`config.mk`:
```
export PLATFORM = sky130hd
export DESIGN_NAME = mkrs_cell
export DESIGN_NICKNAME = d
export VERILOG_FILES = /design/src/rtl/mkrs_pkg.sv /design/src/rtl/mkrs_cell.sv
export SDC_FILE = /design/constraint.sdc
export NUM_CORES = 1
export LEC_CHECK = 0
export ABC_AREA = 1
export BUFFER_PORTS_ARGS = -buffer_cell sky130_fd_sc_hd__buf_4
export CORE_AREA = 4 4 310 312
export CTS_BUF_LIST = sky130_fd_sc_hd__clkbuf_8 sky130_fd_sc_hd__clkbuf_16
export CTS_CLUSTER_DIAMETER = 50
export DETAILED_ROUTE_END_ITERATION = 12
export DIE_AREA = 0 0 314 316
export GPL_TIMING_DRIVEN = 0
export PLACE_DENSITY = 0.4
export REMOVE_ABC_BUFFERS = 1
export SYNTH_ARGS = -nofsm -noshare
export SYNTH_HDL_FRONTEND = slang
export SYNTH_SLANG_ARGS = --single-unit
```
`constraint.sdc`:
```
create_clock -name aclk -period 13.5 [get_ports aclk]
set_input_delay 1.35 -clock aclk [delete_from_list [all_inputs] [get_ports aclk]]
set_output_delay 1.35 -clock aclk [all_outputs]
set_load 0.05 [all_outputs]
```
`src/rtl/mkrs_pkg.sv`:
```
// ----------------------------------------------------------------------------
// mkrs_pkg - shared types and constants of the multi-key record sorter
// Record layout, cell control group, sort key codes and the controller states.
// ----------------------------------------------------------------------------
package mkrs_pkg;

    localparam int ID_W     = 32;
    localparam int NAME_W   = 64;
    localparam int POINTS_W = 16;
    localparam int TAG_W    = 5;
    localparam int KEY_W    = 64;
    localparam int SEL_W    = 3;
    localparam int DATA_W   = 136;
    localparam int MAX_OUT  = 32;

    localparam logic [SEL_W-1:0] KEY_ID     = 3'd0;
    localparam logic [SEL_W-1:0] KEY_NAME   = 3'd1;
    localparam logic [SEL_W-1:0] KEY_TOTAL  = 3'd2;
    localparam logic [SEL_W-1:0] KEY_FIRST  = 3'd3;
    localparam logic [SEL_W-1:0] KEY_SECOND = 3'd4;

    typedef struct packed {
        logic [TAG_W-1:0]    tag;
        logic [POINTS_W-1:0] second;
        logic [POINTS_W-1:0] first;
        logic [NAME_W-1:0]   name;
        logic [ID_W-1:0]     id;
    } rec_t;

    typedef struct packed {
        rec_t             rec;
        logic [KEY_W-1:0] key;
    } cell_t;

    typedef struct packed {
        logic load;
        logic pop;
        logic flush;
    } cell_ctrl_t;

    typedef enum logic {
        ST_LOAD,
        ST_DRAIN
    } state_t;

endpackage

```
`src/rtl/mkrs_cell.sv`:
```
// ----------------------------------------------------------------------------
// mkrs_cell - one slot of the insertion chain
// Holds one record with its key; shifts up on insertion and down on output.
// ----------------------------------------------------------------------------
module mkrs_cell (
    input  logic                 aclk,
    input  logic                 aresetn,
    input  mkrs_pkg::cell_ctrl_t ctrl,
    input  mkrs_pkg::cell_t      new_cell,
    input  logic                 prev_ins,
    input  logic                 prev_valid,
    input  mkrs_pkg::cell_t      prev_cell,
    input  logic                 next_valid,
    input  mkrs_pkg::cell_t      next_cell,
    output logic                 ins,
    output logic                 valid,
    output mkrs_pkg::cell_t      slot
);

    logic            valid_reg, valid_next;
    mkrs_pkg::cell_t cell_reg, cell_next;

    // Strict less keeps equal keys in arrival order.
    assign ins = !valid_reg || (new_cell.key < cell_reg.key);

    always_comb begin
        valid_next = valid_reg;
        cell_next  = cell_reg;
        priority if (ctrl.flush) begin
            valid_next = 1'b0;
        end else if (ctrl.pop) begin
            valid_next = next_valid;
            cell_next  = next_cell;
        end else if (ctrl.load && ins) begin
            if (prev_ins) begin
                valid_next = prev_valid;
                cell_next  = prev_cell;
            end else begin
                valid_next = 1'b1;
                cell_next  = new_cell;
            end
        end
    end

    always_ff @(posedge aclk) begin
        if (!aresetn) begin
            valid_reg <= 1'b0;
        end else begin
            valid_reg <= valid_next;
        end
    end

    always_ff @(posedge aclk) begin
        cell_reg <= cell_next;
    end

    assign valid = valid_reg;
    assign slot  = cell_reg;

endmodule

```
Yosys cells after proc, flatten, opt, wreduce, memory -nomap -nowiden

Cells that the tools add are included.

Bits of input ports: 599
Register bits: 198
Word-level logic and storage cells: 22

Mux-type cells: 6
$lt $le $gt $ge: 1
Reductions and logical operators: 6
Bitwise operators: 2

Operators with widths:

| kind                | number |
|---|---|
| $mux W197           | 3 |
| $lt A64 B64 Y1      | 1 |
| $mux W1             | 3 |
| $not A1 Y1          | 2 |
| $reduce_and A2 Y1   | 1 |
| $reduce_bool A2 Y1  | 1 |
| $reduce_or A2 Y1    | 1 |
| $logic_and A1 B1 Y1 | 1 |
| $logic_not A1 Y1    | 1 |
| $logic_or A1 B1 Y1  | 1 |

Logic depth before layout (Yosys ltp)

Gate-level depths: netlist of run 1.

Word-level depth: 5
Gate-level depth with buffers: 18
Depth with buffers taken out: 18

Worst setup path before layout of run 1

OpenSTA, ideal clock, no wires.

Path kind: input port to flip-flop
Start: input port new_cell[5] (netlist bit)
End: register cell_reg (netlist bit slot[0]), enable pin
Data arrival time: 12.013 ns
Setup slack: 0.665 ns
Library setup time: 0.822 ns
Stages: 14
Path through: ha_1 a21oi_1 nor2_1 nor3_1 nand2_1 nand2_1 nand2_1 nand2_1 nand2_1 nand2_1 nand2_1 nand2_2 nand2_2 a21oi_1

Cells in the longest elaborated chain, start to end: 5

RTL lines:

| what                         | line            | source |
|---|---|---|
| start: declaration           | mkrs_cell.sv:9  | `input mkrs_pkg::cell_t new_cell,` |
| $lt A64 B64 Y1               | mkrs_cell.sv:24 | `assign ins = !valid_reg \|\| (new_cell.key < cell_reg.key);` |
| $logic_or A1 B1 Y1           | mkrs_cell.sv:24 |  |
| named net ins                | mkrs_cell.sv:15 | `output logic ins,` |
| $logic_and A1 B1 Y1          | mkrs_cell.sv:34 | `end else if (ctrl.load && ins) begin` |
| $reduce_bool A2 Y1 (no line) | --              |  |
| $reduce_and A2 Y1 (no line)  | --              |  |
| end signal: assignment       | mkrs_cell.sv:54 | `cell_reg <= cell_next;` |
| end: declaration             | mkrs_cell.sv:21 | `mkrs_pkg::cell_t cell_reg, cell_next;` |

The timed path passes the listed nets, and every way through them passes these cells.
A chain may end at the register's enable or synchronous reset.

Worst setup path in the final report of run 1

Start: input port new_cell[59] (netlist bit)
End: output port ins

Cells in the longest elaborated chain, start to end: 2

RTL lines:

| what               | line |
|---|---|
| $lt A64 B64 Y1     | mkrs_cell.sv:24 |
| $logic_or A1 B1 Y1 | mkrs_cell.sv:24 |
| end: declaration   | mkrs_cell.sv:15 |

No other way between the ends.

==> impl_results.md, run 1 <==
* Max-slew headroom at 38.5%
* Fin crit share at between 30 and 40%
* Mapped Cells at 1,348
* Pre-antenna DRT Iters at 4
* P_int at between 1000 and 1500 uW
* Netlist Area Pre-Place at 11,500 um2
* Top delay family on crit path: simple AND/OR/NAND/NOR gates
* Fin area at 19,600 um2
* I/O Pins at 798
* CTS resizes at 0
* Critical path class: in2out
* Max Cap Viol at 0
* Final wirelength at 67.4 mm
* Max Slew Vio Count at 0
* Worst Hold Endpoint: valid$_SDFFE_PP0P_
* CTS Root Cell: clkbuf_16
* Setup Skew at 0.0176 ns
* Final setup vio count at 0
* Chip Width at 314 um
* FF-to-FF path depth at 18
* Peak VDD IR at 0.0000809 V
* Die area at 99,200 um2
* Latest clock arrival within the worst-skew pair at 0.51 ns
* Syn Area/Cell at 8.50 um2
* Worst-Margin Slew at 0.923 ns
* First-pass GRT wire length at roughly 92 mm
* Status: complete, no violations
* Synthesis Warnings at 0
* Clk buf depth at 2
* Seq/Total Area, Yosys at 51.8%
* # rows at 112
* Hold path depth at 4
* Total GRT Usage at 13.0%
* Pleak at about 0.0087 uW
* Fmax at 204 MHz
* Area growth from synthesis to layout at 71.1%
* RSZ-0062 raised after global routing: false
* Initial antenna violation count at 1
* Core area at 93,000 um2
* Flops & latches, synth at 198
* Post-synth top area share at 51.7%
* Switch Pwr at 679 uW
* Clock tree from TritonCTS: done
* Clock network power share at between 20% and 30%
* PwrDens at 98.1 nW/um2
* Share of cells above drive strength 1 at 40.5%
* Total Nets Final at between 2,000 and 3,000
* Pwr Total at ~1900 uW
* # hold bufs at CTS at 0
* Vias per cell at 3.76
* Crit-path cells: buf_4, ha_1, nand2_1, inv_1, o21ai_1, a21oi_1, nor3_1, o21ai_0, nor2_1, nand2_1, nand2_2, buf_4
* Comb pwr share at 31.1%
* Crit. End Element: output pin
* Startpoint Class: primary input
* Switching part of the total at 35.3%
* Slowest-stage cell, CP: nor3_1
* Max reg flops at 197
* Hpwl dp at 53.7 mm
* Netlist cell types at 27
* Data arrival time of the worst path at 3.56 ns
* Reg-to-reg startpoint: slot[59]$_DFFE_PP_
* Hold path start: valid$_SDFFE_PP0P_
* Placer Congestion at 0.816
* Buf+Inv Stages, Crit Path at 3
* Initial Util at 12.3%
* Cts bufs inserted at 17
* Final hold viol count at 0
* Sequential power share at between 30 and 40%
* Overflow after GRT at 0
* H-Tree Level Count at 4
* Initial DRC count at 558
* R2R Path End: slot[140]$_DFFE_PP_
* Largest net degree at the start of global routing at 132
* Area contributors post-synth: edfxtp_1 52%, a21oi_1 19%, nand2_1 8.1%
* R2r setup slk at 9.26 ns
* Residual DRC count at 0
* Post-CTS Setup Bufs at 0
* CP peak stage delay at approximately 0.32 ns
* Hold crit path type: reg2reg
* Number of global-route vias before repair at 12,900
* Antenna Violating Nets Remaining at 0
* DR vias at about 13,000
* Area leader, netlist: edfxtp_1
* Die H at ~320 um
* Crit-path max FO at 2
* Fillers at 10,600
* Clock-pin slew on the worst setup and hold paths at 0.08 ns
* WL per Instance at 20.1 um
* I/O Buffers at 797
* Dpl cell area at roughly 19,000 um2
* Worst Path Required at 12.15 ns
* Min Tclk post-route at 4.91 ns
* Clock tree sinks at 198
==> routing by layer <==
metal  share of wire, %  GRT usage [%]  up-vias
met5                  0              0        -
met1                 39           14.7     5925
met2                 49           22.3      524
li1                   -              -     6120
met4                2.6           4.02        0
met3                9.0           5.35       63
==> worst max-delay path by stage <==
stage	startpoint	to	slack (ns)	cells past startpoint
final	new_cell[59]	ins	8.59	12
after global routing	new_cell[59]	ins	8.49	12
after CTS	new_cell[59]	ins	8.54	12
after detailed placement	new_cell[59]	slot[114]$_DFFE_PP_	8.07	18
after global placement	ctrl[1]	slot[114]$_DFFE_PP_	-13.71	3
after floorplan	ctrl[1]	slot[0]$_DFFE_PP_	-0.17	2
==> final cells by class <==
type                       count  area [um2]  area share, %
timing repair buffer         810        6300           32.1
multi-input combinational    984        4870           24.9
tap                         1254        1570           8.01
clock inverter                15         173          0.881
clock buffer                  17         425           2.17
sequential                   198        5940           30.3
inverter                      80         320           1.63
antenna                        1        2.50         0.0128
==> through the flow <==
step | util, % | setup WS (ns) | TNS, ns | instances | hold slack, ns
after floorplan | - | -0.171 | -33.71 | 1262 | 1.02
after global placement | 20.0 | -13.71 | -2693.77 | 3313 | 0.596
after detailed placement | 20.4 | 8.07 | 0 | 3326 | 0.622
after CTS | 21.1 | 8.54 | 0 | 3358 | 0.636
after global routing | 21.1 | 8.49 | 0 | 3358 | 0.655
final | 21.1 | 8.59 | 0 | 3359 | 0.633
==> power groups by stage <==
| stage | combinational (uW) | sequential [uW] | clock, uW |
|---|---|---|---|
| 2_1_floorplan | 133 | 923 | 0 |
| 3_3_place_gp | 607 | 789 | 0 |
| 3_5_place_dp | 610 | 765 | 0 |
| 4_1_cts | 611 | 751 | 615 |
| 5_1_grt | 646 | 755 | 630 |
| 6_report | 598 | 750 | 574 |
==> kinds of logic (layout without fill, tap and decap cells) <==
group / count (synthesis) / after routing / synth area share, %
AO/OA/AOI/OAI: 441 / 441 / 19.5
AND/OR/NAND/NOR: 480 / 480 / 16.1
adder cells (fa/ha/maj): 63 / 63 / 6.88
flip-flops: 198 / 198 / 51.8
other: 0 / 1 / 0
buffers and inverters: 166 / 922 / 5.72
==> tightest hold or removal path, stage by stage (launching register included) <==
cell and delay [ns]:
dfxtp_1 0.34, nand2_2 0.08, nand2_2 0.07, nand2_2 0.06
a21oi_2 0.04
==> synthesized netlist by cell type <==
cell type,instances
a21o_2,1
a21oi_1,425
a21oi_2,2
buf_1,9
buf_2,17
clkbuf_1,59
clkbuf_8,1
clkinv_2,1
dfxtp_1,1
edfxtp_1,197
ha_1,63
inv_1,76
inv_2,3
nand2_1,248
nand2_2,4
nand3_1,3
nand3b_1,2
nand4_1,4
nor2_1,213
nor2_2,1
nor3_1,3
nor4_1,1
o211ai_1,3
o21a_1,1
o21ai_0,4
o21ai_1,5
or3_1,1
==> layout by cell type, fill, tap and decap left out, types with 2 or more instances in the layout <==
master     instances
a21oi_1          424
a21oi_2            2
buf_12             8
buf_16             5
buf_4            795
buf_8              2
bufinv_16          2
clkbuf_16         17
clkinv_4           4
clkinv_8           2
edfxtp_1         197
ha_1              63
inv_1             78
inv_2              2
inv_6              3
inv_8              3
nand2_1          248
nand2_2            4
nand3_1            3
nand3b_1           2
nand4_1            4
nor2_1           213
nor3_1             3
o211ai_1           3
o21ai_0            4
o21ai_1            5
(Power assumes the default switching activity.)
==> run 2, diff against run 1 <==
--- a/config.mk
+++ b/config.mk
@@ -5,13 +5,13 @@
 export SDC_FILE = /design/constraint.sdc
 export NUM_CORES = 1
 export LEC_CHECK = 0
-export ABC_AREA = 1
+export ABC_AREA = 0
 export BUFFER_PORTS_ARGS = -buffer_cell sky130_fd_sc_hd__buf_4
-export CORE_AREA = 4 4 310 312
+export CORE_AREA = 4 4 305 307
 export CTS_BUF_LIST = sky130_fd_sc_hd__clkbuf_8 sky130_fd_sc_hd__clkbuf_16
 export CTS_CLUSTER_DIAMETER = 50
 export DETAILED_ROUTE_END_ITERATION = 12
-export DIE_AREA = 0 0 314 316
+export DIE_AREA = 0 0 309 311
 export GPL_TIMING_DRIVEN = 0
 export PLACE_DENSITY = 0.4
 export REMOVE_ABC_BUFFERS = 1
==> constraint.sdc (replaced) <==
create_clock -name aclk -period 4.7 [get_ports aclk]
set_input_delay 0.47 -clock aclk [delete_from_list [all_inputs] [get_ports aclk]]
set_output_delay 0.47 -clock aclk [all_outputs]
set_load 0.05 [all_outputs]
==> run 2 against run 1 <==
Compared with the run above:
- die area down 3.1%
- sequential share of layout area down 0.28 points
- core utilization up 0.91 points
- sequential power rose to 3.0 times the previous value
- register-to-register slack worse by 8.9 ns
- flip-flop and latch count unchanged
- largest cell class unchanged
- highest routed layer unchanged
==> impl_results.md, run 2 <==
* Critical path class: reg2reg
* Hold crit path type: in2reg
* FF-to-FF path depth at 18 (unchanged)
* Place WS at -0.663 ns (-8.73 ns)
* Status: complete, no violations
* R2r setup slk at 0.40 ns (-8.86 ns)
* Worst-Margin Slew at 0.919 ns (-0.00411 ns)
* Clock tree from TritonCTS: done
* Initial Util at 12.9% (+0.56 points)
* # rows at 110 (-1.8%)
* Fin area at 19,800 um2 (+0.93%)
* DR vias at 11,000 (-13%)
* Ys flop type: edfxtp_1
* Area growth from synthesis to layout at 70.7%
* Max-slew headroom at 38.2% (-0.29 points)
* Dpl cell area at 19,100 um2 (+0.78%)
* # hold bufs at CTS at 0 (unchanged)
* Hold path depth at 3 (-1)
* Hpwl dp at 47.2 mm (-12%)
* Fin crit share at 91.6%
* Async set-reset flop share out of synthesis at 0% (unchanged)
* Antenna Violating Nets Remaining at 0 (unchanged)
* Core area at 90,000 um2 (-3.3%)
* Residual DRC count at 0 (unchanged)
* Clk buf depth at 2 (unchanged)
* Netlist cell types at 38 (+41%)
* Peak VDD IR at 0.000293 V (+260%)
* Max Slew Vio Count at 0 (unchanged)
* Reg-to-reg startpoint: slot[43]$_DFFE_PP_
* Final core occ at 22.0% (+0.91 points)
* Hold path start: next_cell[133]
* Commonest non-fill, non-tap cells in the layout: 801 x buf_4, 212 x nand2_1, 203 x o21ai_0, 197 x mux2i_1, 197 x edfxtp_1
* Final wirelength at 55.3 mm (-18%)
* Setup Skew at 0.0111 ns (-0.00643 ns)
* Area leader, netlist: edfxtp_1
* Initial antenna violation count at 4 (+3)
* CTS Root Cell: clkbuf_16
* Worst Hold Endpoint: slot[133]$_DFFE_PP_
* Clock tree sinks at 198 (unchanged)
* Most instantiated cells after synthesis: 212 x nand2_1, 204 x o21ai_0, 197 x edfxtp_1, 197 x mux2i_1, 67 x inv_1
* Crit. End Element: register
* Max reg flops at 197 (unchanged)
* Final hold viol count at 0 (unchanged)
* Placer Congestion at 0.801 (-1.8%)
* Total Nets Final at 2,531 (-8.1%)
* Data arrival time of the worst path at 4.51 ns (+0.95 ns)
* Pre-antenna DRT Iters at 6 (+2)
* Area contributors post-synth: edfxtp_1 51%, mux2i_1 17%, o21ai_0 8.8%
* Worst Path Required at 4.91 ns (-7.24 ns)
* Startpoint Class: register
* Max Cap Viol at 0 (unchanged)
* Pleak at 0.00916 uW (+4.9%)
* WL per Instance at 18.1 um (-9.9%)
* Mapped Cells at 1,091 (-19%)
* Post-synth top area share at 51.1% (-0.60 points)
* Synthesis Warnings at 0 (unchanged)
* Worst setup margin at 0.396 ns (-8.20 ns)
* Fillers at 9,970 (-5.8%)
* Latest clock arrival within the worst-skew pair at 0.49 ns (-0.02 ns)
* First-pass GRT wire length at 78.3 mm (-15%)
* EDFF count, synth at 197 (unchanged)
* Number of global-route vias before repair at 12,000 (-7.6%)
* Total GRT Usage at 11.1% (-1.9 points)
* Clock-pin slew on the worst setup and hold paths at 0.08 ns (about the same)
* Crit-path max FO at 14 (+12)
* Final setup vio count at 0 (unchanged)
* Most frequent cell after synthesis: nand2_1
* Flops & latches, synth at 198 (unchanged)
* Min Tclk post-route at 4.30 ns
* H-Tree Level Count at 4 (unchanged)
* Seq/Total Area, Yosys at 51.2% (-0.60 points)
* WHS at 0.252 ns (-0.381 ns)
* Netlist Area Pre-Place at 11,600 um2 (+1.2%)
* Overflow after GRT at 0 (unchanged)
* R2R Path End: slot[112]$_DFFE_PP_
* I/O Pins at 798 (unchanged)
* PwrDens at 290 nW/um2 (+200%)
* Vias per cell at 3.59 (-4.4%)
* Chip Width at 309 um (-1.6%)
* Fmax at 232 MHz
* I/O Buffers at 797 (unchanged)
* Cts bufs inserted at 17 (unchanged)
* Commonest non-fill, non-tap cell in the layout: buf_4
* Die H at 311 um (-1.6%)
* Syn Area/Cell at 10.6 um2 (+25%)
* Share of cells above drive strength 1 at 45.6% (+5.0 points)
* Initial DRC count at 396 (-29%)
* Largest net degree at the start of global routing at 181 (+37%)
* Total negative slack at 0 ns (unchanged)
* Die area at 96,100 um2 (-3.1%)
[run 2: cell count changes after synthesis, sizes merged, moves of 3 or more]
cell    change
a21oi     -406
mux2i     +197
nand2b      +3
clkbuf     -15
o31a        +3
buf         -5
nor2      -204
o21ai     +195
nand4       +6
inv        -12
and2        +3
a21o        +5
nand2      -40
[run 2: worst max-delay path by stage]
stage / cells after the start / to / startpoint / slack (ns)
after floorplan: 7 / slot[0]$_DFFE_PP_ / slot[57]$_DFFE_PP_ / -8.70
after global placement: 8 / slot[112]$_DFFE_PP_ / new_cell[49] / -17.15
after detailed placement: 17 / slot[112]$_DFFE_PP_ / new_cell[43] / -0.66
after CTS: 18 / slot[112]$_DFFE_PP_ / slot[43]$_DFFE_PP_ / 0.07
after global routing: 18 / slot[112]$_DFFE_PP_ / slot[43]$_DFFE_PP_ / -0.03
final: 18 / slot[112]$_DFFE_PP_ / slot[43]$_DFFE_PP_ / 0.40
[run 2: through the flow]
stage               cells  total power, uW
finish               3058             5740
global route         3058             6070
CTS                  3056             5870
detailed placement   3021             4300
global placement     2998             4360
floorplan            1025             3310
[run 2: worst max-delay path: stages (launching register included)]
cell and delay, ns:
edfxtp_1 0.40, inv_1 0.07, ha_1 0.24, and2_1 0.22, a221oi_2 0.28, buf_4 0.20, o22ai_1 0.08, o21ai_1 0.24
o211ai_1 0.13, buf_4 0.18, o41ai_4 0.40, buf_6 0.24, buf_6 0.18, buf_8 0.17, buf_6 0.20, buf_8 0.17
buf_6 0.19, buf_6 0.19, buf_6 0.18
[run 2: timing repair]
action | CTS | global route
pin swaps | 1 | 1
resized for setup | 2 | 1
buffers inserted | 4 | 1
setup endpoints to repair | 62 | 26
[run 2: cell type report]
type | count | area (um2) | area share, %
antenna | 1 | 2.50 | 0.0127
clock buffer | 17 | 425 | 2.15
timing repair buffer | 825 | 6380 | 32.3
multi-input combinational | 760 | 5170 | 26.1
clock inverter | 14 | 138 | 0.696
sequential | 198 | 5940 | 30.0
tap | 1176 | 1470 | 7.44
inverter | 67 | 251 | 1.27
[run 2: where the power goes]
| group | switching, uW | internal, uW | total [uW] |
|---|---|---|---|
| Combinational | 1200 | 783 | 1990 |
| Sequential | 71.4 | 2170 | 2240 |
| Clock | 733 | 776 | 1510 |
| Total | 2010 | 3730 | 5740 |
[run 2: layer usage]
layer | GRT usage [%] | vias to the layer above | part of all wire (%)
met1 | 12.7 | 5024 | 40
met2 | 19.4 | 427 | 50
met5 | 0 | - | 0
li1 | - | 5491 | -
met4 | 3.92 | 0 | 2.5
met3 | 3.57 | 51 | 7.3
[run 2: cell families (layout without fill, tap and decap cells)]
| group | Yosys count | after routing | synth area share [%] |
|---|---|---|---|
| compound gates | 252 | 252 | 11.8 |
| simple gates | 248 | 248 | 8.64 |
| flops | 198 | 198 | 51.2 |
| mux | 197 | 197 | 17.0 |
| buf+inv | 133 | 923 | 4.50 |
| fa+ha+maj | 63 | 63 | 6.80 |
| other cells | 0 | 1 | 0 |
