### src/rtl/mkrs_pkg.sv
// ----------------------------------------------------------------------------
// mkrs_pkg - shared types and constants of the multi-key record sorter
// Record layout, cell control group, sort key codes and the controller states.
// ----------------------------------------------------------------------------
package mkrs_pkg;

    localparam int ID_W     = 32;
    localparam int NAME_W   = 64;
    localparam int POINTS_W = 16;
    localparam int TAG_W    = 5;
    localparam int KEY_W    = 64;
    localparam int SEL_W    = 3;
    localparam int DATA_W   = 136;
    localparam int MAX_OUT  = 32;

    localparam logic [SEL_W-1:0] KEY_ID     = 3'd0;
    localparam logic [SEL_W-1:0] KEY_NAME   = 3'd1;
    localparam logic [SEL_W-1:0] KEY_TOTAL  = 3'd2;
    localparam logic [SEL_W-1:0] KEY_FIRST  = 3'd3;
    localparam logic [SEL_W-1:0] KEY_SECOND = 3'd4;

    typedef struct packed {
        logic [TAG_W-1:0]    tag;
        logic [POINTS_W-1:0] second;
        logic [POINTS_W-1:0] first;
        logic [NAME_W-1:0]   name;
        logic [ID_W-1:0]     id;
    } rec_t;

    typedef struct packed {
        rec_t             rec;
        logic [KEY_W-1:0] key;
    } cell_t;

    typedef struct packed {
        logic load;
        logic pop;
        logic flush;
    } cell_ctrl_t;

    typedef enum logic {
        ST_LOAD,
        ST_DRAIN
    } state_t;

endpackage

### src/rtl/mkrs_key.sv
// ----------------------------------------------------------------------------
// mkrs_key - sort key extraction
// Maps an incoming record to an unsigned 64-bit key for the selected field.
// ----------------------------------------------------------------------------
module mkrs_key (
    input  mkrs_pkg::rec_t                   rec,
    input  logic [mkrs_pkg::SEL_W-1:0]       sort_key,
    output logic [mkrs_pkg::KEY_W-1:0]       key
);

    logic [mkrs_pkg::NAME_W-1:0] name_masked;

    // Bytes from the first zero byte onwards take no part in the compare.
    always_comb begin
        logic stop;
        stop        = 1'b0;
        name_masked = '0;
        for (int b = 7; b >= 0; b--) begin
            if (rec.name[8*b +: 8] == 8'h00) begin
                stop = 1'b1;
            end
            if (!stop) begin
                name_masked[8*b +: 8] = rec.name[8*b +: 8];
            end
        end
    end

    always_comb begin
        unique case (sort_key)
            mkrs_pkg::KEY_NAME:   key = name_masked;
            mkrs_pkg::KEY_TOTAL:  key = {47'd0, ({1'b0, rec.first} + {1'b0, rec.second})};
            mkrs_pkg::KEY_FIRST:  key = {48'd0, rec.first};
            mkrs_pkg::KEY_SECOND: key = {48'd0, rec.second};
            default:              key = {32'd0, ~rec.id[31], rec.id[30:0]};
        endcase
    end

endmodule

### config.mk
export PLATFORM = sky130hd
export DESIGN_NAME = mkrs_key
export DESIGN_NICKNAME = d
export VERILOG_FILES = /design/src/rtl/mkrs_pkg.sv /design/src/rtl/mkrs_key.sv
export SDC_FILE = /design/constraint.sdc
export NUM_CORES = 1
export LEC_CHECK = 0
export BUFFER_PORTS_ARGS = -buffer_cell sky130_fd_sc_hd__buf_2
export CAP_MARGIN = 40
export CORE_ASPECT_RATIO = 1.25
export CORE_MARGIN = 5
export CORE_UTILIZATION = 41
export DETAILED_ROUTE_END_ITERATION = 8
export PLACE_DENSITY = 0.9
export SLEW_MARGIN = 5
export SYNTH_ARGS = -nofsm -noshare
export SYNTH_HDL_FRONTEND = slang
export SYNTH_SLANG_ARGS = --single-unit
### constraint.sdc
create_clock -name vclk -period 7.3
set_input_delay 2.19 -clock vclk [all_inputs]
set_output_delay 2.19 -clock vclk [all_outputs]
set_load 0.02 [all_outputs]
* After elaboration in Yosys (flattened, before gate mapping)
Index checks and enable logic that the tools add are counted.
Cells by class: reduce and logical (&&, ||, !) cells 8, $add $sub $neg 1, mux-type cells 17, equal/unequal tests 4, bitwise gates (word level) 1
Operator list (count):
- $pmux 64 s4 | 1
- $logic_not 8->1 | 8
- $mux 8 | 8
- $add 16x16->17 | 1
- $mux 1 | 8
- $eq 3x2->1 const B | 2
- $eq 3x1->1 const B | 1
- $eq 3x3->1 const B | 1
- $not 1->1 | 1
Word-level totals: word-level logic and storage cells 31, bits of input ports 136, register bits 0, output and inout port bits 64

* Depth between registers and ports, before layout
Gate-level depths: netlist (run 1).
word-level depth 11, depth in mapped cells 9, mapped depth without buffers 9

* Worst setup path after synthesis (run 1)
OpenSTA, ideal clock, no wires.
path kind input-to-output, from input port rec[96] in the netlist's numbering, to output port key[14] in the netlist's numbering, data required time 5.110 ns, cell stages on the path 9, buffers on the path 0, data arrival time 4.426 ns, setup slack 0.684 ns, cells stage by stage ha_1 -> fa_1 -> a21o_1 -> nand4_1 -> a21oi_1 -> o21ai_0 -> a21oi_1 -> or4b_1 -> a31oi_1
Between the ends: word-level cells in the longest chain between the ends 2
RTL lines:
- start: declaration | RTL line mkrs_key.sv:6 | input mkrs_pkg::rec_t rec,
- $add 16x16->17 | RTL line mkrs_key.sv:31 | mkrs_pkg::KEY_TOTAL: key = {47'd0, ({1'b0, rec.first} + {1'b0, rec.second})};
- $pmux 64 s4 | RTL line mkrs_key.sv:29 | unique case (sort_key)
- end: declaration | RTL line mkrs_key.sv:8 | output logic [mkrs_pkg::KEY_W-1:0] key
Every way passes these cells.

* Worst setup path in the final report (run 1)
Same ends and word-level chain as after synthesis.

==> qor.csv, run 1 <==
metric,value,unit
first_pass_iters,4,
seq_cells,0,
via_per_inst,5.84,
worstMarginPinSlew,0.869,ns
cts_resized,0,
drcViolationCount,0,
synth_cell_types,51,
grt_pass1_vias,3334,
drt-total-wl,10200,um
grt_pass1_wl,15500,um
wire_per_inst,18.3,um
achievable-frequency,146,MHz
critPathKind,input port to output pin,
fin_nets,651,
netlist_area,1990,um2
holdCritPathClass,input port to output pin,
hpwl,8560,um
dpl_cell_area,3050,um2
cap_violations,0,
drive_above_1_share,43.1,%
grt.overflow.total,0,
fin_crit_sh,93.5,%
arrival,4.64,ns
syn_avg_cell_area,6.45,um2
vias,3274,
endpoint,key[14],
die-area,6360,um2
cp_max_fo,3,
initial_core_util,42.1,%
ir_worst_vdd,0.0429,mV
power_density,79.1,nW/um2
routabilityCongestion,1.01,
tns,0,ns
postCtsHoldBufs,0,
ys_top_cells_by_area,"ha_1, a21oi_1, a22o_1",
final_cell_area,3060,um2
yosysWarnings,0,
p_leak,1.69,nW
syn_inst,309,
drtIter0Drc,94,
status,finished clean,
final.min_clock_period,6.83,ns
area_delta_synth_final,53.7,%
track_usage,30.2,%
synth_top_area_share,10.0,%
hold_violations,0,
ant_nets,0,
synth_common_cells,"a21oi_1, nand2_1, nor2_1",
setup_violations,0,
endpoint_kind,output pin,
maxSlewViolCount,0,
die_x,72.4,um
regArea,0,um2
worstPathRequired,5.11,ns
clock_buffers,0,
synth_top_area_cell,ha_1,
grt_antenna_before_repair,11,
ys_seq_area_share,0,%
syn-num-nets,462,
post_cts_buffers,0,
grt_max_degree,34,
slew_headroom,41.5,%
core.rowCount,28,
die_height,88.0,um
core_area,4730,um2
io_pins,200,
synth_most_common_cell,a21oi_1,
crit_path_start_kind,input port,
cp-startpoint,rec[96],
port_buffers,195,
rsz0062_at_grt,false,
[worst min path at each step]
stage / from / to / slack, ns / cells after the start
2_1_floorplan: rec[32] / key[0] / 4.55 / 2
3_3_place_gp: rec[31] / key[31] / 4.70 / 3
3_5_place_dp: rec[31] / key[31] / 4.70 / 3
4_1_cts: rec[31] / key[31] / 4.70 / 3
5_1_grt: rec[31] / key[31] / 4.73 / 3
6_report: rec[31] / key[31] / 4.70 / 3
[worst max-delay path, cell delays in order]
cell     delay, ns
buf_2         0.11
ha_1          0.24
fa_1          0.42
a21o_1        0.22
nand4_1       0.13
a21oi_1       0.10
o21ai_0       0.24
a21oi_1       0.14
or4b_1        0.49
a31oi_1       0.17
buf_2         0.19
[cell type report]
class	instances	area, um2
Antenna cell	5	12.5
Inverter	2	7.51
Timing Repair Buffer	205	1050
Multi-Input combinational cell	289	1920
Tap cell	60	75.1
Fill cell	469	1670
[metrics by stage]
| stage | utilization (%) | total power [mW] | cells | setup WS, ns | hold WS, ns |
|---|---|---|---|---|---|
| 6_report | 64.8 | 0.242 | 561 | 0.472 | 4.70 |
| 5_1_grt | 64.8 | 0.263 | 561 | 0.355 | 4.73 |
| 4_1_cts | 64.5 | 0.240 | 556 | 0.494 | 4.70 |
| 3_5_place_dp | 64.5 | 0.239 | 556 | 0.504 | 4.70 |
| 3_3_place_gp | 64.5 | 0.233 | 556 | 0.572 | 4.70 |
| 2_1_floorplan | - | 0.144 | 309 | 0.684 | 4.55 |
[routing by layer]
layer  global-route usage (%)  up-vias  wire length [um]
met5                        0        -                89
met4                     10.6       12               200
met3                     14.1       33              1460
met2                     55.8      188              5110
met1                     29.0     1471              3380
li1                         -     1570                 -
[cells in the final DEF, fill, tap and decap left out, types with 4 or more instances in the layout]
master and count:
buf_4 10, o21ai_0 16, nor2_1 29, nand2_1 31, diode_2 5, a22o_1 15, a21o_1 7, o22ai_1 12
nor4_1 12, ha_1 16, xnor2_1 10, nand2b_1 4, o211ai_1 6, mux2i_1 5, a31oi_1 7, and2_1 16
buf_2 195, nand3_1 5, and3_1 18, a21oi_1 36
[logic make-up after synthesis]
logic type	synth area share (%)
muxes	2.51
AOI/OAI and AO/OA	41.7
buffers and inverters	4.14
adders and majority gates	11.0
and+or+nand+nor	34.4
xor gates and xnor gates	6.15
[where the power goes]
group          internal (mW)  switching, mW
combinational          0.104          0.139
clock           0.0000000916              0
sequential                 0              0
No activity file was read; power rests on OpenSTA's default activity.
==> run 2: changes to the inputs <==
--- a/config.mk
+++ b/config.mk
@@ -7,11 +7,11 @@
 export LEC_CHECK = 0
 export BUFFER_PORTS_ARGS = -buffer_cell sky130_fd_sc_hd__buf_2
 export CAP_MARGIN = 40
-export CORE_ASPECT_RATIO = 1.25
+export CORE_ASPECT_RATIO = 2
 export CORE_MARGIN = 5
-export CORE_UTILIZATION = 41
+export CORE_UTILIZATION = 38
 export DETAILED_ROUTE_END_ITERATION = 8
-export PLACE_DENSITY = 0.9
+export PLACE_DENSITY = 0.84
 export SLEW_MARGIN = 5
 export SYNTH_ARGS = -nofsm -noshare
 export SYNTH_HDL_FRONTEND = slang
==> constraint.sdc (replaced) <==
create_clock -name vclk -period 7.1
set_input_delay 2.13 -clock vclk [all_inputs]
set_output_delay 2.13 -clock vclk [all_outputs]
set_load 0.02 [all_outputs]
==> run 2 against run 1 <==
Clock-buffer cell count did not move. Largest power group unchanged. Critical path type unchanged. Non-clock buffer count up 1. Global-route usage decreased by 0.88 points. Worst hold slack worse by 0.15 ns. Sequential cell count stayed put. Critical endpoint unchanged. Sequential share of layout area is the same.
==> qor.csv, run 2 (synthesized netlist as in run 1, its figures left out) <==
metric,value,unit,change
status,finished clean,,unchanged
die-area,6880,um2,was 6360 um2
slew_headroom,48.1,%,was 41.5%
port_buffers,195,,unchanged
fin_ws,0.319,ns,was 0.472 ns
met3_usage,6.79,%,was 14.1%
hold_violations,0,,unchanged
vias,3368,,was 3274
via_per_inst,6.06,,was 5.84
worstMarginPinSlew,0.775,ns,was 0.869 ns
grt_util_met2,52.9,%,was 55.8%
io_pins,200,,unchanged
path_cells,buf_2 > ha_1 > fa_1 > a21o_1 > nand4_1 > a21oi_1 > o21ai_0 > a21oi_1 > or4b_1 > a31oi_1 > buf_2,,unchanged
setup_violations,0,,unchanged
achievable-frequency,147,MHz,
ir_worst_vdd,0.0467,mV,was 0.0429 mV
drt-total-wl,10800,um,was 10200 um
final_cell_mix,"buf_2, a21oi_1, nand2_1, nor2_1, and3_1",,unchanged
initial_core_util,38.8,%,was 42.1%
crit_path_start_kind,input port,,unchanged
fin_nets,652,,was 651
ant_nets,0,,unchanged
tns,0,ns,unchanged
area_delta_synth_final,53.5,%,was 53.7%
drive_above_1_share,43.3,%,was 43.1%
fin_crit_sh,95.5,%,
fin_total_pwr,0.254,mW,was 0.242 mW
cp_max_fo,3,,unchanged
seq_cells,0,,unchanged
grt_max_degree,26,,was 34
cap_violations,0,,unchanged
wire_per_inst,19.4,um,was 18.3 um
critPathTopFamily,compound AO/OA/AOI/OAI gates,,unchanged
grt.overflow.total,0,,unchanged
core_area,5140,um2,was 4730 um2
nFillCells,523,,was 469
final.min_clock_period,6.78,ns,
postCtsHoldBufs,0,,unchanged
grt_antenna_before_repair,2,,was 11
track_usage,29.3,%,was 30.2%
power_density,83.2,nW/um2,was 79.1 nW/um2
drcViolationCount,0,,unchanged
grt_pass1_wl,15700,um,was 15500 um
hpwl,9370,um,was 8560 um
die_height,112,um,was 88.0 um
min_from,rec[31],,unchanged
grt_pass1_vias,3340,,was 3334
clock_buffers,0,,unchanged
p_leak,1.69,nW,about the same
arrival,4.65,ns,was 4.64 ns
slowest_delay,0.51,ns,was 0.49 ns
cts_resized,0,,unchanged
dpl_cell_area,3060,um2,was 3050 um2
place_ws,0.338,ns,was 0.504 ns
post_cts_buffers,0,,unchanged
maxSlewViolCount,0,,unchanged
final_cell_area,3060,um2,about the same
routabilityCongestion,0.998,,was 1.01
hold_end,key[31],,unchanged
multi_input_area,1920,um2,unchanged
slowest_stage,or4b_1,,unchanged
worstPathRequired,4.97,ns,was 5.11 ns
die_x,61.2,um,was 72.4 um
drtIter0Drc,201,,was 94
final_common_cell,buf_2,,unchanged
core.rowCount,37,,was 28
holdCritPathClass,input port to output pin,,unchanged
busiest_layer,met2,,unchanged
regArea,0,um2,unchanged
endpoint_kind,output pin,,unchanged
rsz0062_at_grt,false,,unchanged
use_met1,31.3,%,was 29.0%
worst-path-buf-inv,2,,unchanged
min_delay_path_depth,3,,unchanged
critPathKind,input port to output pin,,unchanged
first_pass_iters,5,,was 4
## run 2: changes by cell type in the layout (fill, tap and decap cells not counted), sizes merged
cell / delta
buf: +1
diode: -4
## run 2: worst max-delay path by stage
stage | start | to | slack (ns) | cells past startpoint
after floorplan | rec[96] | key[14] | 0.60 | 9
after global placement | rec[96] | key[14] | 0.41 | 11
after detailed placement | rec[96] | key[14] | 0.34 | 11
after CTS | rec[96] | key[14] | 0.33 | 11
after global routing | rec[96] | key[14] | 0.21 | 11
final | rec[96] | key[14] | 0.32 | 11
## run 2: cell type report
cell class	count	area share [%]
Multi-Input combinational cell	289	62.7
Antenna cell	1	0.0818
Tap cell	58	2.37
Inverter	2	0.245
Timing Repair Buffer	206	34.6
## run 2: routing by layer
| layer | share of wire [%] | wire [um] | vias to the layer above |
|---|---|---|---|
| met5 | 0.12 | 13 | - |
| met3 | 13 | 1380 | 29 |
| li1 | - | - | 1573 |
| met1 | 33 | 3560 | 1552 |
| met2 | 51 | 5510 | 212 |
| met4 | 3.2 | 342 | 2 |
## run 2: report_power, final
group / total [mW] / switching [mW] / internal [mW]
Combinational: 0.254 / 0.147 / 0.107
Clock: 0.0000000190 / 0 / 0.0000000190
Sequential: 0 / 0 / 0
## run 2: per-stage QoR
step | hold slack (ns) | util (%) | instances
global placement | 4.55 | 59.5 | 555
floorplan | 4.43 | - | 309
detailed placement | 4.56 | 59.5 | 555
CTS | 4.56 | 59.5 | 555
finish | 4.56 | 59.5 | 556
global route | 4.59 | 59.5 | 556
==> run 3: changes to the inputs <==
--- a/config.mk
+++ b/config.mk
@@ -5,13 +5,14 @@
 export SDC_FILE = /design/constraint.sdc
 export NUM_CORES = 1
 export LEC_CHECK = 0
+export ABC_AREA = 1
 export BUFFER_PORTS_ARGS = -buffer_cell sky130_fd_sc_hd__buf_2
 export CAP_MARGIN = 40
 export CORE_ASPECT_RATIO = 2
 export CORE_MARGIN = 5
-export CORE_UTILIZATION = 38
+export CORE_UTILIZATION = 40
 export DETAILED_ROUTE_END_ITERATION = 8
-export PLACE_DENSITY = 0.84
+export PLACE_DENSITY = 0.83
 export SLEW_MARGIN = 5
 export SYNTH_ARGS = -nofsm -noshare
 export SYNTH_HDL_FRONTEND = slang
==> run 3 against run 2 <==
Power decreased by 8.4%. Global-route usage fell by 2.6 points. Synthesized cell count is 52% higher. Worst setup slack improved by 0.68 ns. Critical endpoint is now key[6]. Critical path type unchanged. Area after synthesis is 15% higher. Sequential cell count did not move. Fmax rose by 11%. Die area rose by 8.3%. Core utilization down 1.8 points. Worst hold slack improved by 0.0031 ns.
==> qor.csv, run 3 <==
metric,value,unit,change
drt-total-wl,11000,um,was 10800 um
synth_fa_ha_area_share,9.59,%,was 11.0%
achievable-frequency,164,MHz,was 147 MHz
slew_headroom,60.1,%,was 48.1%
slowest_delay,0.41,ns,was 0.51 ns
postCtsHoldBufs,0,,unchanged
ant_nets,0,,unchanged
io_pins,200,,unchanged
syn_avg_cell_area,4.88,um2,was 6.45 um2
drtIter0Drc,274,,was 201
multi_input_area,1940,um2,was 1920 um2
antenna_cells,0,,was 1
yosys-mux-area-fraction,0,%,was 2.51%
final_cell_mix,"buf_2, nand2_1, nor2_1, inv_1, nand3_1",,"was buf_2, a21oi_1, nand2_1, nor2_1, and3_1"
cap_violations,0,,unchanged
endpoint_kind,output pin,,unchanged
fin_total_pwr,0.233,mW,was 0.254 mW
synth_common_cells,"nand2_1, nor2_1, inv_1",,"was a21oi_1, nand2_1, nor2_1"
die_height,117,um,was 112 um
nFillCells,594,,was 523
ir_worst_vdd,0.0557,mV,was 0.0467 mV
synth_top_area_cell,nand2_1,,was ha_1
yosys.area_share.xor_xnor,0,%,was 6.15%
fin_crit_sh,86.0,%,was 95.5%
arrival,3.97,ns,was 4.65 ns
final_common_cell,buf_2,,unchanged
grt.overflow.total,0,,unchanged
area_delta_synth_final,42.3,%,was 53.5%
rsz0062_at_grt,false,,unchanged
core.rowCount,39,,was 37
hpwl,9560,um,was 9370 um
vias,3847,,was 3368
first_pass_iters,6,,was 5
grt_pass1_vias,3760,,was 3340
syn-num-nets,624,,was 462
die-area,7450,um2,was 6880 um2
synth_compound_area_share,17.1,%,was 41.7%
synth_cell_types,28,,was 51
via_per_inst,5.39,,was 6.06
p_leak,1.96,nW,was 1.69 nW
core_area,5660,um2,was 5140 um2
synth_most_common_cell,nand2_1,,was a21oi_1
worstPathRequired,4.97,ns,about the same
yosysWarnings,0,,unchanged
netlist_area,2300,um2,was 1990 um2
wire_per_inst,15.4,um,was 19.4 um
syn_inst,471,,was 309
maxSlewViolCount,0,,unchanged
ys_seq_area_share,0,%,unchanged
tns,0,ns,unchanged
ys_top_cells_by_area,"nand2_1, nor2_1, inv_1",,"was ha_1, a21oi_1, a22o_1"
finish.utilization,57.7,%,was 59.5%
path_cells,buf_2 > ha_1 > fa_1 > nand3_1 > nand2_1 > nand3_1 > nand2_1 > nand2_1 > nand3_1 > nand2_1 > inv_1 > a21oi_1 > buf_2,,was buf_2 > ha_1 > fa_1 > a21o_1 > nand4_1 > a21oi_1 > o21ai_0 > a21oi_1 > or4b_1 > a31oi_1 > buf_2
grt_antenna_before_repair,0,,was 2
drive_above_1_share,32.3,%,was 43.3%
post_cts_buffers,0,,unchanged
clock_buffers,0,,unchanged
routabilityCongestion,1.02,,was 0.998
worst_path_most_repeated_cell,nand2_1,,
yosys.area_share.simple,57.7,%,was 34.4%
hold_violations,0,,unchanged
die_x,63.6,um,was 61.2 um
slowest_stage,fa_1,,was or4b_1
grt_max_degree,33,,was 26
status,finished clean,,unchanged
worstMarginPinSlew,0.596,ns,was 0.775 ns
seq_cells,0,,unchanged
cp_max_fo,5,,was 3
fin_nets,808,,was 652
synth_top_area_share,19.9,%,was 10.0%
drcViolationCount,0,,unchanged
holdCritPathClass,input port to output pin,,unchanged
crit_path_start_kind,input port,,unchanged
final.min_clock_period,6.10,ns,was 6.78 ns
critPathKind,input port to output pin,,unchanged
grt_pass1_wl,16500,um,was 15700 um
initial_core_util,40.6,%,was 38.8%
port_buffers,195,,unchanged
power_density,71.3,nW/um2,was 83.2 nW/um2
track_usage,26.7,%,was 29.3%
setup_violations,0,,unchanged
cts_resized,0,,unchanged
regArea,0,um2,unchanged
hold_slack,4.56,ns,about the same
synth_top_family_by_area,simple AND/OR/NAND/NOR gates,,was compound AO/OA/AOI/OAI gates
run 3: changes by cell type after synthesis, sizes merged, moves of 15 or more:
cell	change
and3	-18
o21ai	+20
nand3	+39
and2	-16
nor2	+60
nand2	+93
inv	+65
a22o	-15
nand4	+25
run 3: area by class of cell:
type / count / area share, %
inverters: 68 / 7.81
multi-input cells: 387 / 59.3
repair buffers: 198 / 30.6
well taps: 61 / 2.34
run 3: per-stage QoR:
step / std cells / instance area (um2) / setup slack [ns]
floorplan: 471 / 2300 / 1.34
global placement: 714 / 3270 / 1.07
detailed placement: 714 / 3270 / 1.03
CTS: 714 / 3270 / 1.01
global route: 714 / 3270 / 0.837
finish: 714 / 3270 / 0.996
run 3: worst paths after layout:
path | start | endpoint | slack [ns] | cells past startpoint
setup / recovery | rec[96] | key[6] | 1.0 | 13
hold / removal | rec[31] | key[31] | 4.56 | 3
run 3: cells by family (layout without fill, tap and decap cells):
logic type      Yosys count  in the layout
simple gates            298            298
buf+inv                  84            266
compound gates           72             72
fa+ha+maj                17             17
run 3: worst max-delay path: cells and delay by family:
| kind | cells | cell delay [ns] |
|---|---|---|
| buffers and inverters | 3 | 0.36 |
| AO/OA/AOI/OAI | 1 | 0.15 |
| adder cells (fa/ha/maj) | 2 | 0.63 |
| AND/OR/NAND/NOR | 7 | 0.71 |
run 3: where the power goes:
| group | switching [mW] | internal (mW) |
|---|---|---|
| clock | 0 | 0 |
| sequential | 0 | 0 |
| combinational | 0.146 | 0.0871 |
| total | 0.146 | 0.0871 |
run 3: per-layer routing:
| metal | global-route usage (%) | routed length, um |
|---|---|---|
| met4 | 7.35 | 332 |
| met5 | 0 | 0 |
| met3 | 4.78 | 902 |
| met1 | 28.1 | 3940 |
| met2 | 52.7 | 5860 |
